## src/hdl/lrni_ram.sv

```systemverilog
`timescale 1ns / 1ps
module lrni_ram #(
  parameter int unsigned WIDTH = 8,
  parameter int unsigned DEPTH = 16
) (
  input  logic                     clk,
  input  logic                     wr_en,
  input  logic [$clog2(DEPTH)-1:0] wr_addr,
  input  logic [WIDTH-1:0]         wr_data,
  input  logic [$clog2(DEPTH)-1:0] rd_addr,
  output logic [WIDTH-1:0]         rd_data
);

  logic [WIDTH-1:0] mem [DEPTH];
  logic [WIDTH-1:0] rd_data_r;

  // one write port, registered read
  always_ff @(posedge clk) begin
    if (wr_en) begin
      mem[wr_addr] <= wr_data;
    end
    rd_data_r <= mem[rd_addr];
  end

  assign rd_data = rd_data_r;

endmodule

```

## config.mk

```make
export PLATFORM = sky130hd
export DESIGN_NAME = lrni_ram
export DESIGN_NICKNAME = d
export VERILOG_FILES = /design/src/hdl/lrni_ram.sv
export SDC_FILE = /design/constraint.sdc
export NUM_CORES = 1
export LEC_CHECK = 0
export CORE_MARGIN = 1.5
export CORE_UTILIZATION = 45
export CTS_BUF_LIST = sky130_fd_sc_hd__clkbuf_8
export CTS_CLUSTER_SIZE = 16
export DETAILED_ROUTE_END_ITERATION = 7
export DONT_BUFFER_PORTS = 1
export HOLD_SLACK_MARGIN = 0.15
export MAX_ROUTING_LAYER = met4
export PLACE_DENSITY = 0.71
export SLEW_MARGIN = 10
export SYNTH_ARGS = -nofsm -noshare
export SYNTH_HDL_FRONTEND = slang
export SYNTH_SLANG_ARGS = --single-unit
```

## constraint.sdc

```tcl
create_clock -name clk -period 4.2 [get_ports clk]
set_clock_uncertainty 0.15 [all_clocks]
set_input_delay 0 -clock clk [delete_from_list [all_inputs] [get_ports clk]]
set_output_delay 0 -clock clk [all_outputs]
set_load 0.02 [all_outputs]
```

==> metrics.cfg <==
[outcome]
status=finished, final reports clean

[layout]
area_growth_pct=16.5
drive_gt1_share_pct=17.7
nets=293

[power_and_ir_drop]
power.share.clock_pct=37.4
p_int_mw=2.10
p_leak_nw=1.94
pwr-share-seq_pct=57.1
peakVddDrop_mv=0.298
power_density_nw_per_um2=448
pwr-share-comb_pct=5.5
switchingPower_mw=0.586
switching_share_pct=21.8

[drt]
first_pass_iters=5
antenna_left=0
avgRoutedWirePerCell_um=23.3
avgViaCountPerCell=5.70
drc_errors=0
vias=2445
finalWirelength_um=9990
first_iter_violations=217

[synth]
ys_types=19
synth_edf_count=128
yosysMostFrequentCell=edfxtp_1
synth_area_leader_cell=edfxtp_1
ys_warn_count=0
syn_nets=247
yosys-top-cells-count=128 x edfxtp_1, 18 x mux4_2, 16 x a22oi_1
avgSynthCellArea_um2=22.5
mappedNetlistArea_um2=5150
synthCells=229
synth_top_area_share_pct=74.7
synth_seq_cells=136
yosysSeqAreaShare_pct=77.8
ys_async_sr_fraction_pct=0
synth_area_leaders=edfxtp_1 75%, mux4_2 7.9%, mux4_1 7.1%
synth_top_flop_cell=edfxtp_1

[global_routing]
first_global_vias=2454
grt_util_all_layers_pct=19.4
grt_pass1_wl_um=14800
grtUsageMet1_pct=25.4
grtUsageMet2_pct=28.1
grt_max_degree=33
grt_overflow_total=0
grt_util_met3_pct=6.28
antenna_found_initial=1
grt.busiest_layer=met2

[worst_setup_path]
cp.arrival_ns=3.26
crit_path_max_fanout=28
start_kind=input pin
critical_path_class=in -> reg
cpMostUsedCell=dlygate4sd3_1
crit_path_end_kind=flop
crit_chain=dlygate4sd3_1 -> buf_12 -> mux4_2 -> dlygate4sd3_1 -> a22oi_1 -> dlygate4sd3_1 -> nand2_1 -> dlygate4sd3_1
cpMaxStageDelayCell=dlygate4sd3_1
worst_path_largest_cell_delay_ns=0.58
required_ns=4.37

[clock_network]
cts_tree=yes
cts_made_buffers=17
post_cts_resized=0
clockRootBuffer=clkbuf_8
path_clk_slew_ns=0.07
cts_sinks=136
post_cts_buffers=0
cts.path.max_buffers=2
htreeDepth=4
clock_latency_ns=0.44

[sta]
tightest_slew_ns=0.963
timing.fmax_mhz=323
timing_hold_violations_final=0
slew_headroom_pct=35.6
rsz0062_at_grt=no
min_period_over_period_pct=73.6
finalSetupTns_ns=0
period_minus_slack_ns=3.09
setup_viol=0
finalHoldWorstSlack_ns=0.383
drv_slew=0

[place]
dp_hpwl_um=5720
finalWeightedCongestion=0.801
io_buffers=0

[die]
dieWidth_um=110
io_pins=26
core-area_um2=11000
die_h_um=110
fp-row-count=38
start_util_pct=46.9
dieArea_um2=12100

[min_path]
min_path_type=in -> reg

[run]
drv_cap=0

[per-stage QoR]
step                      setup slack, ns  utilization, %  power (mW)  cells  instance area (µm²)
after floorplan                      2.56               -        1.64    229                 5150
after global placement               2.37            47.8        1.64    361                 5250
after detailed placement             2.25            47.8        1.65    361                 5250
after CTS                            1.13            54.6        2.70    428                 5990
after global routing                 1.03            54.6        2.78    429                 6000
final                                1.11            54.6        2.69    429                 6000
[placed cells by master, fill, tap and decap left out, types with 3 or more instances in the layout]
master,n
mux4_2,18
nor2_1,13
clkbuf_8,17
mux4_1,14
clkinvlp_4,4
clkinv_2,3
clkinv_1,3
nor3_1,4
edfxtp_1,128
nand2_1,9
dfxtp_1,8
dlygate4sd3_1,33
a22oi_1,16
[registers in the layout (all words and copies together), names as in the netlist]
register	flops
mem	128
rd_data	8
[critical path, delay by kind of cell]
family          cells  cell delay, ns
simple gates        1            0.06
compound gates      1            0.13
mux                 1            0.51
buf+inv             5            2.53
[path summary, 6_finish.rpt]
| kind | end | slack [ns] | cells past startpoint | startpoint |
|---|---|---|---|---|
| max | rd_data[1] | 1.11 | 8 | rd_addr[0] |
| min | mem[0][3] | 0.38 | 2 | wr_addr[1] |
| max reg2reg | rd_data[2] | 1.16 | 6 | mem[8][2] |
| min reg2reg | rd_data[0] | 0.59 | 3 | mem[10][0] |
[power by group through the flow]
| stage | clock, mW | combinational, mW | sequential [mW] |
|---|---|---|---|
| after floorplan | 0 | 0.0770 | 1.56 |
| after global placement | 0 | 0.0782 | 1.57 |
| after global routing | 1.08 | 0.158 | 1.54 |
| after CTS | 1.02 | 0.147 | 1.54 |
| final | 1.01 | 0.147 | 1.54 |
| after detailed placement | 0 | 0.0795 | 1.57 |
[layer usage]
layer | vias to the layer above | part of all wire, %
li1 | 1064 | -
met1 | 1261 | 42
met2 | 112 | 48
met3 | 8 | 8.7
met4 | 0 | 1.3
met5 | - | 0
[logic make-up (layout without fill, tap and decap cells)]
kind of cell,count (synthesis),count (layout),share of synthesized area (%)
other cells,0,1,0
compound gates,16,16,2.33
mux,32,32,15.0
simple gates,35,35,3.18
buf+inv,10,69,1.68
flops,136,136,77.8
[layout make-up]
cell class / instances / area, µm²
antenna: 1 / 2.50
sequential: 136 / 4000
clock buffer: 17 / 234
clock inverter: 15 / 138
fill: 827 / 4990
timing repair buffer: 37 / 385
multi-input combinational: 83 / 1060
tap: 140 / 175
[timing repair]
action,CTS,global route
hold buffers,35,0
hold endpoints to repair,264,0
endpoints found under the setup margin,0,0
(Power assumes the default switching activity.)
