## config.mk

```make
export PLATFORM = sky130hd
export DESIGN_NAME = lrni_front
export DESIGN_NICKNAME = d
export VERILOG_FILES = /design/src/hdl/lrni_pkg.sv /design/src/hdl/lrni_front.sv
export SDC_FILE = /design/constraint.sdc
export NUM_CORES = 1
export LEC_CHECK = 0
export BUFFER_PORTS_ARGS = -buffer_cell sky130_fd_sc_hd__buf_2
export CORE_MARGIN = 3
export CORE_UTILIZATION = 35
export DETAILED_ROUTE_END_ITERATION = 7
export PLACE_DENSITY = 0.7
export SETUP_SLACK_MARGIN = 0.5
export SLEW_MARGIN = 25
export SYNTH_ARGS = -nofsm -noshare
export SYNTH_HDL_FRONTEND = slang
export SYNTH_SLANG_ARGS = --single-unit
```

## constraint.sdc

```tcl
create_clock -name clk -period 3.8 [get_ports clk]
set_input_delay 0.38 -clock clk [delete_from_list [all_inputs] [get_ports clk]]
set_output_delay 0.38 -clock clk [all_outputs]
set_load 0.05 [all_outputs]
```

## src/hdl/lrni_pkg.sv

```systemverilog
`timescale 1ns / 1ps
package lrni_pkg;

  // field widths
  localparam int unsigned COORD_W = 24;
  localparam int unsigned NOISE_W = 16;
  localparam int unsigned RANGE_W = 24;
  localparam int unsigned DIST_W  = 24;
  localparam int unsigned TERR_W  = 16;
  localparam int unsigned AMT_W   = 16;
  localparam int unsigned IDX_W   = 4;

  // internal arithmetic widths
  localparam int unsigned ERR_W   = 26;  // error term incl. interpolation overshoot
  localparam int unsigned RP_W    = 36;  // noisy range in 2^-16 m
  localparam int unsigned ACC_W   = 61;  // coord * noisy range + rounding
  localparam int unsigned NUM_W   = 53;  // divider numerator
  localparam int unsigned QUO_W   = 54;  // divider quotient
  localparam int unsigned ENTRY_W = DIST_W + TERR_W;

  // input packing
  localparam int unsigned IN_DATA_W = 136;
  localparam int unsigned OUT_DATA_W = 72;

  // commands
  localparam logic CMD_LOAD  = 1'b0;
  localparam logic CMD_POINT = 1'b1;

  // error modes
  localparam logic [1:0] MODE_CONST = 2'd0;
  localparam logic [1:0] MODE_PROP  = 2'd1;

  // configuration register indexes
  localparam logic [1:0] CFG_MODE    = 2'd0;
  localparam logic [1:0] CFG_AMOUNT  = 2'd1;
  localparam logic [1:0] CFG_ENTRIES = 2'd2;

  typedef struct packed {
    logic signed [COORD_W-1:0] x;
    logic signed [COORD_W-1:0] y;
    logic signed [COORD_W-1:0] z;
    logic signed [NOISE_W-1:0] noise;
  } point_t;

  typedef enum logic [4:0] {
    ST_IDLE,
    ST_SQ,
    ST_SUM,
    ST_SQRT,
    ST_ERR,
    ST_SCAN_RD,
    ST_SCAN_CMP,
    ST_IMUL,
    ST_IDIV_GO,
    ST_IDIV_WAIT,
    ST_RP,
    ST_MUL_LO,
    ST_MUL_HI,
    ST_ACC,
    ST_CDIV_GO,
    ST_CDIV_WAIT,
    ST_OUT
  } state_t;

  localparam logic signed [QUO_W-1:0] Q_MAX = 54'sd8388607;
  localparam logic signed [QUO_W-1:0] Q_MIN = -54'sd8388608;

  // clamp a quotient to the coordinate range
  function automatic logic signed [COORD_W-1:0] sat_coord(input logic signed [QUO_W-1:0] v);
    logic signed [COORD_W-1:0] res;
    if (v > Q_MAX) begin
      res = 24'sh7FFFFF;
    end else if (v < Q_MIN) begin
      res = -24'sh800000;
    end else begin
      res = v[COORD_W-1:0];
    end
    return res;
  endfunction

endpackage

```

## src/hdl/lrni_front.sv

```systemverilog
`timescale 1ns / 1ps
module lrni_front #(
  parameter int unsigned TABLE_DEPTH = 16
) (
  input  logic                              clk,
  input  logic                              rst_n,
  input  logic                              in_tvalid,
  output logic                              in_tready,
  input  logic [lrni_pkg::IN_DATA_W-1:0]    in_tdata,
  input  logic [0:0]                        in_tuser,
  input  logic                              back_busy,
  output logic                              tbl_wr_en,
  output logic [$clog2(TABLE_DEPTH)-1:0]    tbl_wr_addr,
  output logic [lrni_pkg::ENTRY_W-1:0]      tbl_wr_data,
  output logic                              q_valid,
  output lrni_pkg::point_t                  q_data,
  input  logic                              q_pop
);
  import lrni_pkg::*;

  localparam int unsigned AW = $clog2(TABLE_DEPTH);

  logic [IDX_W-1:0]  idx_c;
  logic [DIST_W-1:0] dist_c;
  logic [TERR_W-1:0] terr_c;
  point_t            pt_c;
  logic              accept_c;
  logic              push_c;

  point_t            q_mem_r [2];
  logic              wptr_r;
  logic              rptr_r;
  logic [1:0]        cnt_r;

  // unpack the request
  always_comb begin
    idx_c    = in_tdata[3:0];
    dist_c   = in_tdata[27:4];
    terr_c   = in_tdata[43:28];
    pt_c.x   = in_tdata[67:44];
    pt_c.y   = in_tdata[91:68];
    pt_c.z   = in_tdata[115:92];
    pt_c.noise = in_tdata[131:116];
  end

  // loads wait until every queued point has finished with the table
  always_comb begin
    if (in_tuser[0] == CMD_POINT) begin
      in_tready = (cnt_r != 2'd2);
    end else begin
      in_tready = (cnt_r == 2'd0) && !back_busy;
    end
    accept_c = in_tvalid && in_tready;
    push_c   = accept_c && (in_tuser[0] == CMD_POINT);
  end

  // table write
  assign tbl_wr_en   = accept_c && (in_tuser[0] == CMD_LOAD) &&
                       (32'(idx_c) < TABLE_DEPTH);
  assign tbl_wr_addr = AW'(idx_c);
  assign tbl_wr_data = {terr_c, dist_c};

  // two-entry point queue
  always_ff @(posedge clk) begin
    if (!rst_n) begin
      wptr_r <= 1'b0;
      rptr_r <= 1'b0;
      cnt_r  <= 2'd0;
    end else begin
      if (push_c) begin
        wptr_r <= ~wptr_r;
      end
      if (q_pop) begin
        rptr_r <= ~rptr_r;
      end
      if (push_c && !q_pop) begin
        cnt_r <= cnt_r + 2'd1;
      end else if (!push_c && q_pop) begin
        cnt_r <= cnt_r - 2'd1;
      end
    end
  end

  always_ff @(posedge clk) begin
    if (push_c) begin
      q_mem_r[wptr_r] <= pt_c;
    end
  end

  assign q_valid = (cnt_r != 2'd0);
  assign q_data  = q_mem_r[rptr_r];

endmodule

```

==> results of run 1 <==
==> cell usage in the layout, fill, tap and decap left out <==
cell type     n
o21a_1        1
clkinvlp_4    1
or2_2         1
inv_6         6
and2_4        1
buf_2       184
bufinv_16     4
dfxtp_4       1
mux2_2       68
clkinv_2      3
dfxtp_1       4
buf_12        2
nand2b_4      1
o21ai_0       1
and2_1        3
xor2_1        2
a21boi_0      1
or3_1         1
a21boi_1      1
mux2_4       20
clkbuf_16    17
a31o_2        1
nor4b_2       1
xnor2_1       1
nor2_1        1
buf_4         4
ha_1          1
edfxtp_1    176
nand4_1       1
inv_8         2
inv_1         2
and3_1        1
==> routing by layer <==
| layer | vias up | track usage (%) | wire [um] |
|---|---|---|---|
| met2 | 157 | 19.2 | 6170 |
| li1 | 1593 | - | - |
| met1 | 1647 | 12.9 | 4990 |
| met5 | - | 0 | 0 |
| met3 | 32 | 4.81 | 1090 |
| met4 | 0 | 4.29 | 234 |
==> sequential cells by signal, summed over array words and instances, names as in the netlist, named ones only <==
| name | cells |
|---|---|
| cnt_r | 2 |
| wptr_r | 1 |
| rptr_r | 1 |
| q_mem_r | 176 |
==> stage by stage <==
step | util (%) | instances | cell area, um2 | worst slack (ps) | total power, uW
finish | 43.8 | 779 | 8590 | 1180 | 4970
global route | 43.8 | 779 | 8590 | 1050 | 5150
CTS | 43.7 | 778 | 8570 | 956 | 5040
detailed placement | 40.5 | 746 | 7930 | 1430 | 3140
global placement | 40.5 | 746 | 7930 | 1460 | 3120
floorplan | - | 346 | 7030 | 587 | 3080
==> cells by family after synthesis <==
group                      Yosys count
and+or+nand+nor                     11
muxes                               88
AOI/OAI and AO/OA                    5
xor gates and xnor gates             3
adders and majority gates            1
DFF                                181
buffers and inverters               57
==> worst max path at each step <==
stage                          endpoint  slack [ps]  cells past startpoint
final                        q_data[85]        1180                      4
after global routing         q_data[85]        1050                      4
after CTS                    q_data[85]         960                      3
after detailed placement     q_data[85]        1430                      3
after global placement       q_data[85]        1460                      3
after floorplan           q_mem_r[1][0]         590                      3
==> power breakdown <==
part | switching [uW] | total, uW | internal [uW]
Clock | 760 | 1880 | 1120
Combinational | 522 | 755 | 233
Sequential | 39.3 | 2330 | 2290
==> critical path: cells and delay by family (launching register included) <==
kind | cells | cell delay [ps]
DFF | 1 | 680
buffers and inverters | 3 | 750
muxes | 1 | 350
==> final cells by class <==
class	count	area, um2	area share (%)
Clock buffer	17	425	4.95
Clock inverter	15	213	2.48
Inverter	3	12.5	0.146
Multi-Input combinational cell	108	1230	14.3
Sequential cell	181	5390	62.7
Tap cell	265	332	3.86
Timing Repair Buffer	190	991	11.5
==> results.json, run 1 <==
{
  "crit_path_top_delay_cell": "dfxtp_4",
  "synthAdderAreaFrac_pct": 0.178,
  "route.vias.total": 3429,
  "r2r_slack_ps": 1700,
  "cap_violations": 0,
  "synth_top_area_share_pct": 75.2,
  "worst_ep_required_time_ps": 3420,
  "fmax_mhz": 382,
  "status": "completed",
  "grt.overflow.total": 0,
  "drv_slew": 0,
  "cts-root-buf": "clkbuf_16",
  "setup_viol": 0,
  "worstSkewPairLatency_ps": 410,
  "ctsResizeCount": 0,
  "setup_tns_ps": 0,
  "synth_seq_cells": 181,
  "synth_xor_area_share_pct": 0.374,
  "grt.total_usage_pct": 11.4,
  "max-vdd-ir-drop_v": 0.000294,
  "cts_tree": "yes",
  "numCtsBuffers": 17,
  "timing.rr.start": "cnt_r[0]",
  "grt_max_degree": 75,
  "worstPathCellList": "buf_12 -> buf_4 -> mux2_2 -> buf_2",
  "cts_buffer_depth": 2,
  "diodes": 0,
  "syn_area_um2": 7030,
  "chipWidth_um": 148,
  "netlist_instances": 346,
  "async_flop_share_pct": 0,
  "synth_top_family_by_area": "multiplexers",
  "synth.most_common_cell": "edfxtp_1",
  "synthMuxAreaShare_pct": 15.2,
  "syn_area_per_cell_um2": 20.3,
  "hold_start": "in_tdata[108]",
  "holdWs_ps": 146,
  "drt_iter0_drc": 111,
  "grt_pass1_wl_mm": 19.6,
  "cp_max_fo": 39,
  "cpPeakStageDelay_ps": 680,
  "core_area_um2": 19600,
  "rsz0062_at_grt": "no",
  "clock-sinks": 181,
  "post_cts_buffers": 0,
  "ys.flop_type": "edfxtp_1",
  "synthSimpleGateAreaFrac_pct": 1.18,
  "tightest_slew_ps": 825,
  "synth_compound_area_share_pct": 0.516,
  "fin_crit_sh_pct": 69.0,
  "path_class": "register to output pin",
  "ios": 277,
  "synth_edf_count": 176,
  "place_hpwl_mm": 8.36,
  "clock_skew_ps": 9.42,
  "htreeDepth": 4,
  "area_delta_synth_final_pct": 22.2,
  "vias_per_cell": 4.40,
  "fin_nets": 644,
  "p_leak_uw": 0.00322,
  "synth.area.top_cells": "edfxtp_1 (75%), mux2_2 (11%), buf_4 (4.7%)",
  "final.min_clock_period_ps": 2620,
  "yosysTopAreaCell": "edfxtp_1",
  "drive_above_1_share_pct": 61.7,
  "synth_common_cells": "edfxtp_1 (176), mux2_2 (68), buf_4 (44), mux2_4 (20), buf_2 (6)",
  "fp-row-count": 51,
  "synth.distinct_cells": 24,
  "path_clk_slew_ps": 70,
  "num-fill-cells": 1754,
  "gp_congestion": 0.694,
  "syn_nets": 489,
  "powerDensity_nw_per_um2": 579,
  "hold_buffers": 0,
  "yosys_warnings": 0,
  "io_buffers": 184,
  "r2r_end": "q_mem_r[0][35]",
  "hold_viol_final": 0,
  "setup.worst_path.start_class": "register",
  "whs_endpoint": "q_mem_r[0][32]",
  "yosysSeqAreaShare_pct": 76.7,
  "hold_depth": 1,
  "drc": 0,
  "dr.pass1.iters": 4,
  "hold_path_class": "input port to register",
  "die_height_um": 148,
  "die-area_um2": 21800,
  "reg2regPathDepth": 4,
  "worstPathArrival_ps": 2240,
  "first_global_vias": 3870,
  "antenna_found_initial": 0,
  "end_kind": "output pin",
  "maxSlewHeadroom_pct": 44.9,
  "routed_wirelength_mm": 12.5,
  "initial_core_util_pct": 35.9,
  "wl_per_cell_um": 16.0,
  "postRouteAntennaNets": 0
}
Note: power is estimated with default switching activity, not from simulation.
==> run 2: changes to the inputs <==
==> constraint.sdc (replaced) <==
create_clock -name clk -period 2.5 [get_ports clk]
set_input_delay 0.25 -clock clk [delete_from_list [all_inputs] [get_ports clk]]
set_output_delay 0.25 -clock clk [all_outputs]
set_load 0.05 [all_outputs]
==> run 2 against run 1 <==
Clock power is 30% higher; largest cell class unchanged; critical endpoint is now q_data[15]; clock skew is 4.5 ps lower; worst hold slack worse by 120 ps.
==> results.json, run 2 (synthesis results as in run 1) <==
{
  "grt_pass1_wl_mm": 20.3,
  "grt.overflow.total": 0,
  "core_area_um2": 19600,
  "drt_iter0_drc": 119,
  "fmax_mhz": 513,
  "grt.total_usage_pct": 12.0,
  "max-vdd-ir-drop_v": 0.000447,
  "drv_slew": 0,
  "setup_tns_ps": 0,
  "worstSkewPairLatency_ps": 410,
  "tightest_slew_ps": 390,
  "diodes": 0,
  "p_leak_uw": 0.00323,
  "setup.worst_path.start_class": "register",
  "gp_congestion": 0.725,
  "die_height_um": 148,
  "fin_crit_sh_pct": 78.0,
  "die-area_um2": 21800,
  "num-fill-cells": 1766,
  "route.vias.total": 3546,
  "cap_violations": 0,
  "io_buffers": 184,
  "worstPathBufferInverterCount": 2,
  "end_kind": "output pin",
  "htreeDepth": 4,
  "place_hpwl_mm": 8.83,
  "postRouteAntennaNets": 0,
  "cts_buffer_depth": 2,
  "wl_per_cell_um": 16.4,
  "regMostFlops": "q_mem_r",
  "clock-sinks": 181,
  "largest_reg_flops": 176,
  "multi_input_area_um2": 1230,
  "chipWidth_um": 148,
  "seqCellArea_um2": 5390,
  "timing.critical_path.max_delay_family": "flip-flops",
  "worstPathCellList": "buf_12 -> mux2_2 -> buf_2",
  "final_cell_mix": "buf_2 (184), edfxtp_1 (176), mux2_2 (68), mux2_4 (20), clkbuf_16 (17)",
  "antenna_found_initial": 0,
  "routed_wirelength_mm": 13.0,
  "area_delta_synth_final_pct": 23.4,
  "fp-row-count": 51,
  "cts_tree": "yes",
  "clock_skew_ps": 4.97,
  "dr.pass1.iters": 4,
  "drc": 0,
  "hold_path_class": "input port to register",
  "vias_per_cell": 4.48,
  "status": "completed",
  "path_class": "register to output pin",
  "rsz0062_at_grt": "yes",
  "maxSlewHeadroom_pct": 74.0,
  "crit_path_top_delay_cell": "dfxtp_4",
  "worstPathArrival_ps": 1700,
  "worst_ep_required_time_ps": 2250,
  "hold_viol_final": 0,
  "setup_slack_ps": 550,
  "dpl_worst_slack_ps": 669,
  "setup_viol": 0,
  "grt_max_degree": 48,
  "powerDensity_nw_per_um2": 829,
  "numCtsBuffers": 17,
  "largestRegisters": "q_mem_r (176), cnt_r (2)",
  "cp_max_fo": 34,
  "cts-root-buf": "clkbuf_16",
  "initial_core_util_pct": 35.9,
  "final.min_clock_period_ps": 1950,
  "ios": 277,
  "path_clk_slew_ps": 60,
  "drive_above_1_share_pct": 61.1,
  "layout_commonest_cell": "buf_2",
  "first_global_vias": 3976,
  "fin_nets": 658,
  "cpPeakStageDelay_ps": 450
}
## run 2: cell count changes in the layout (fill, tap and decap cells not counted), moves of 2 or more
cell           change
clkbuf_1           +2
dlygate4sd3_1      +7
clkinvlp_4         +4
inv_6              -4
buf_12             +3
inv_8              -2
bufinv_16          -3
buf_4              +3
## run 2: area by class of cell
cell class,count,area share (%)
clock buffer,19,4.99
clock inverter,12,1.23
inverter,3,0.173
multi-input combinational,108,14.2
sequential,181,62.2
tap,265,3.82
timing repair buffer,204,13.4
## run 2: repair_timing
action | in CTS | in global routing
hold buffers | 3 | 4
pin swaps | 0 | 0
buffers inserted | 5 | 0
endpoints found under the hold margin | 6 | 7
endpoints found under the setup margin | 63 | 45
gates resized for setup | 0 | 0
## run 2: power by group
part | switching [uW] | internal [uW]
sequential | 44.4 | 3490
combinational | 824 | 385
clock | 1080 | 1370
## run 2: per-layer routing
metal  wire [um]  up-vias  track usage [%]  part of all wire (%)
met5           0        -                0                     0
li1            -     1615                -                     -
met1        5120     1765             13.5                    39
met3         991       26             4.72                   7.6
met2        6680      140             20.6                    51
met4         218        0             4.80                   1.7
## run 2: path summary, 6_finish.rpt
check	from	end	slack (ps)	cells past startpoint
worst max register to register	cnt_r[0]	q_mem_r[1][36]	690	4
worst min register to register	cnt_r[1]	cnt_r[1]	560	2
worst max-delay path	register	q_data[15]	550	3
worst min-delay path	in_tdata[82]	q_mem_r[0][54]	20	1
## run 2: through the flow
stage	hold WS [ps]	cell area [um2]	std cells	power, uW	util [%]
global route	0.270	8670	792	7450	44.3
finish	24.2	8670	792	7190	44.3
CTS	0.128	8630	788	7270	44.1
floorplan	349	7040	346	4680	-
detailed placement	441	8020	749	4800	40.9
global placement	438	8020	749	4760	40.9
